## src/rtl/sckl_pkg.sv

```systemverilog
// ----------------------------------------------------------------------------
// sckl_pkg
// shared constants and types of the sorted color key lookup
// ----------------------------------------------------------------------------
package sckl_pkg;

   localparam int TABLE_DEPTH = 256;
   localparam int COLOR_W     = 8;
   localparam int PIX_W       = 8;
   localparam int KEY_W       = 3 * COLOR_W;

   // match flags are or-reduced in groups, then across groups
   localparam int GRP_SIZE  = 16;
   localparam int GRP_COUNT = (TABLE_DEPTH + GRP_SIZE - 1) / GRP_SIZE;
   localparam int PAD_DEPTH = GRP_COUNT * GRP_SIZE;

   // contents of one table cell
   typedef struct packed {
      logic             vld;
      logic [KEY_W-1:0] key;
      logic [PIX_W-1:0] pix;
   } cell_type;

   // broadcast from the controller to every cell
   typedef struct packed {
      logic             insert;
      logic [KEY_W-1:0] key;
      logic [PIX_W-1:0] pix;
   } cmd_type;

   // registered compare result of one cell
   typedef struct packed {
      logic gt;   // cell empty or its key above the search key
      logic eq;   // cell valid and its key equal to the search key
   } flag_type;

endpackage

```

## src/rtl/sckl_cell.sv

```systemverilog
// ----------------------------------------------------------------------------
// sckl_cell
// one entry of the sorted chain: compares, and on insert shifts or loads
// ----------------------------------------------------------------------------
module sckl_cell (
   input  logic               clock,
   input  logic               reset,
   input  sckl_pkg::cmd_type  cmd,
   input  sckl_pkg::cell_type prev_cell,
   input  logic               prev_gt,
   output sckl_pkg::cell_type cell_out,
   output sckl_pkg::flag_type flag
);

   sckl_pkg::cell_type cell_ff, cell_in;
   sckl_pkg::flag_type flag_ff, flag_in;

   always_comb begin
      flag_in.gt = !cell_ff.vld || (cell_ff.key > cmd.key);
      flag_in.eq = cell_ff.vld && (cell_ff.key == cmd.key);
   end

   // cells above the insertion point take their lower neighbor,
   // the lowest of them takes the new entry
   always_comb begin
      cell_in = cell_ff;
      if (cmd.insert && flag_ff.gt) begin
         if (prev_gt) begin
            cell_in = prev_cell;
         end else begin
            cell_in.vld = 1'b1;
            cell_in.key = cmd.key;
            cell_in.pix = cmd.pix;
         end
      end
   end

   always_ff @(posedge clock) begin
      if (reset) begin
         cell_ff.vld <= 1'b0;
      end else begin
         cell_ff <= cell_in;
      end
      flag_ff <= flag_in;
   end

   assign cell_out = cell_ff;
   assign flag     = flag_ff;

endmodule

```

## config.mk

```make
export PLATFORM = sky130hd
export DESIGN_NAME = sckl_cell
export DESIGN_NICKNAME = d
export VERILOG_FILES = /design/src/rtl/sckl_pkg.sv /design/src/rtl/sckl_cell.sv
export SDC_FILE = /design/constraint.sdc
export NUM_CORES = 1
export LEC_CHECK = 0
export ABC_CLOCK_PERIOD_IN_PS = 4050
export BUFFER_PORTS_ARGS = -buffer_cell sky130_fd_sc_hd__buf_2
export CAP_MARGIN = 10
export CORE_UTILIZATION = 50
export CTS_BUF_LIST = sky130_fd_sc_hd__clkbuf_4 sky130_fd_sc_hd__clkbuf_8
export DETAILED_ROUTE_END_ITERATION = 8
export MAX_ROUTING_LAYER = met4
export PLACE_DENSITY = 0.87
export SLEW_MARGIN = 0
export SYNTH_ARGS = -nofsm -noshare
export SYNTH_HDL_FRONTEND = slang
export SYNTH_SLANG_ARGS = --single-unit
```

## constraint.sdc

```tcl
create_clock -name clock -period 4.05 [get_ports clock]
set_input_delay 0.2025 -clock clock [delete_from_list [all_inputs] [get_ports clock]]
set_output_delay 0.2025 -clock clock [all_outputs]
set_load 0.05 [all_outputs]
```

**Yosys cells after proc, flatten, opt, wreduce, memory -nomap -nowiden**

Index checks and enable logic that the tools add are counted.

- Bits in registers: 35
- Word-level logic and storage cells: 14

- Reduce and logical (&&, ||, !) cells: 5
- Bitwise gates (word level): 1
- Muxes and demuxes: 1
- Equal/unequal tests: 1
- $lt $le $gt $ge: 1

Operators with widths:

| kind | count |
|---|---|
| 33-bit two-way mux | 1 |
| 24-bit equality test | 1 |
| 24-bit greater-than comparator | 1 |
| 1-bit logical AND | 2 |
| 2-bit AND reduction | 1 |
| 1-bit logical NOT | 1 |
| 1-bit logical OR | 1 |
| 1-bit inverter | 1 |

**Logic depth before layout (Yosys ltp)**

- Depth in word-level cells: 2
- Gate-level depth with buffers: 7

**Least setup slack after synthesis**

No wires, ideal clock.

- Kind: reg2reg
- Start point: register flag_ff (netlist bit flag[1])
- End point: register cell_ff (netlist bit cell_out[0]) (enable)
- Period minus slack after synthesis: 2.559 ns
- Data required time: 3.629 ns
- Arrival: 2.138 ns
- Cell stages (with the launch flop): 3
- Setup time: 0.421 ns
- Path buffers: 0
- Slack: 1.491 ns
- Cells stage by stage: dfxtp_1 > nand2_1 > nor2_1

- Cells in the longest elaborated chain, start to end: 2

RTL lines:

| item | line | source |
|---|---|---|
| start, declared | sckl_cell.sv:16 | `sckl_pkg::flag_type flag_ff, flag_in;` |
| start signal, assigned | sckl_cell.sv:44 | `flag_ff <= flag_in;` |
| 1-bit logical AND | sckl_cell.sv:27 | `if (cmd.insert && flag_ff.gt) begin` |
| 2-bit AND reduction (no source line) | - |  |
| end signal, assigned | sckl_cell.sv:42 | `cell_ff <= cell_in;` |
| end, declared | sckl_cell.sv:15 | `sckl_pkg::cell_type cell_ff, cell_in;` |

Every way passes these cells.
A chain may end at the register's enable or synchronous reset.

==> results.yml <==
final_layout:
  areaGrowthSynthToFinish_pct: 32.13
  multi_input_area_um2: 870.8
  seq_area_um2: 1021
  nFillCells: 299
  mostFrequentLayoutCells: "buf_2, edfxtp_1, nand2_1"
  antennaDiodeCount: 0
  final_net_count: 385
  mostFrequentLayoutCell: "buf_2"
  drive_above_1_share: 0.4300
logic_synthesis:
  synth_area_um2: 2002
  synth-xor-area-share: 0
  synth-compound-area-share: 0.1181
  synth.yosys.warnings: 0
  synth_top_family_by_area: "adder cells"
  syn_area_per_cell_um2: 10.65
  synthMuxAreaShare: 0.05062
  synth_simple_gate_area_frac: 0.1125
  ys_ff_latch: 35
  synth_nets: 281
  synth_seq_area_share: 0.5100
  synthCells: 188
  yosys.area_share.adder: 0.1500
  synth_cell_types: 27
clocking:
  numCtsBuffers: 5
  post_cts_buffers: 0
  htreeDepth: 2
  clkTransAtPathRegs_ns: 0.07
  cts_tree: "yes"
  root_buffer: "clkbuf_8"
  cts_sinks: 35
  cts_buffer_depth: 2
  clock_latency_ns: 0.29
  cts-resized-gates: 0
  hold_buffers: 0
timing:
  whs_ns: 0.1353
  max_freq_mhz: 612.5
  skew_ns: 0.007375
  worst_slack_ns: 2.417
  min_period_ns: 1.633
  final.period_utilization: 0.4031
  rsz0062_at_grt: "false"
  worst_slew_pin_slew_ns: 0.9258
  hold_viol_final: 0
  maxSlewHeadroom: 0.3828
  tns_ns: 0
  slew_violations: 0
  final-setup-viol-count: 0
critical_path:
  crit_path_start_kind: "flip-flop"
  reg2reg_slack_ns: 2.42
  worst_setup_path_end_kind: "flip-flop"
  critPathMaxFanout: 4
  critical_path_arrival_ns: 1.81
  crit_type: "reg2reg"
  cp.required_ns: 4.23
global_route:
  antenna_found_initial: 0
  grt_pass1_wl_um: 7272
  grt_pass1_vias: 1728
  grt_max_degree: 57
  track_usage: 0.2391
  overflow: 0
place:
  dpl_worst_slack_ns: 2.420
  place_hpwl_um: 3465
  gp_congestion: 0.7892
  port_buffers: 103
route:
  wl_per_cell_um: 13.24
  drt_iter0_drc: 64
  drt-vias-per-instance: 5.012
  vias: 1709
  drc: 0
  wl_um: 4516
  ant_nets: 0
  first_pass_iters: 4
flow_run:
  maxCapViolations: 0
die:
  start_util: 0.5348
  dieArea_um2: 4261
  floorplan.die.width_um: 65.28
  dieHeight_um: 65.28
  coreArea_um2: 3744
  num_io_pins: 104
  std_cell_rows: 22
power:
  p_per_area_nw_per_um2: 334.0
  ir_worst_vdd_uv: 244.1
  p_leak_nw: 1.295
  total_power_uw: 883.5
worst_hold_path:
  worst_hold_path_type: "in2reg"
status:
  status: "completed"
==> cell families (layout without fill, tap and decap cells) <==
logic type,count (synthesis),after routing
AND/OR/NAND/NOR,46,46
AO/OA/AOI/OAI,43,43
flip-flops,35,35
buffers and inverters,31,136
adder cells (fa/ha/maj),24,24
multiplexers,9,9
==> synth_stat cells <==
library cell | count | area share
a21boi_0 | 1 | 0.0038
a21o_1 | 1 | 0.0038
a21oi_1 | 11 | 0.027
a21oi_2 | 1 | 0.0044
a22o_1 | 1 | 0.0044
and3_2 | 1 | 0.0038
buf_2 | 1 | 0.0025
clkbuf_1 | 5 | 0.0094
dfxtp_1 | 3 | 0.030
edfxtp_1 | 32 | 0.48
ha_1 | 24 | 0.15
inv_1 | 25 | 0.047
mux2_2 | 9 | 0.051
nand2_1 | 28 | 0.052
nand3_1 | 2 | 0.0050
nand4_1 | 4 | 0.012
nand4_2 | 2 | 0.012
nor2_1 | 3 | 0.0056
nor2b_1 | 1 | 0.0031
nor3_1 | 3 | 0.0075
nor3b_1 | 1 | 0.0038
nor4_2 | 1 | 0.0062
o2111ai_1 | 1 | 0.0044
o211ai_1 | 1 | 0.0038
o21ai_0 | 14 | 0.035
o21ai_1 | 11 | 0.027
o31ai_1 | 1 | 0.0038
==> area by class of cell <==
type	instances	area share
Sequential cell	35	0.3860
Multi-Input combinational cell	122	0.3292
Timing Repair Buffer	103	0.1949
Inverter	25	0.03548
Clock buffer	5	0.02602
Tap cell	48	0.02271
Clock inverter	3	0.005676
==> power breakdown <==
group	switching (mW)	internal [mW]	total [mW]
Combinational	0.136	0.0723	0.208
Sequential	0.00963	0.420	0.430
Clock	0.128	0.118	0.246
==> routing by layer <==
metal  GRT usage  wire length (µm)
met5           -                 0
met4      0.1277               120
met3     0.05903               282
met2      0.3943              2081
met1      0.2663              2031
==> critical path: stages (launching register included) <==
cell	delay, ns
edfxtp_1	0.42
ha_1	0.35
nand4_2	0.16
nor4_2	0.33
and3_2	0.24
a21oi_2	0.03
==> registers in the layout, summed over array words and instances, names as in the netlist <==
register / flops
flag: 2
cell_out: 33
==> per-stage QoR <==
step	utilization	area (µm²)	std cells
2_1_floorplan	-	2002	188
3_3_place_gp	0.6842	2561	333
3_5_place_dp	0.6842	2561	333
4_1_cts	0.7066	2645	341
5_1_grt	0.7066	2645	341
6_report	0.7066	2645	341
==> final timing paths <==
kind,endpoint,cells after the start,from
min reg2reg,cell_out[32]$_SDFFE_PP0P_,2,flag[1]$_DFF_P_
min,cell_out[32]$_SDFFE_PP0P_,2,reset
max reg2reg,flag[1]$_DFF_P_,5,cell_out[31]$_DFFE_PP_
max,flag[1]$_DFF_P_,5,cell_out[31]$_DFFE_PP_
No activity file was read; power rests on OpenSTA's default activity.
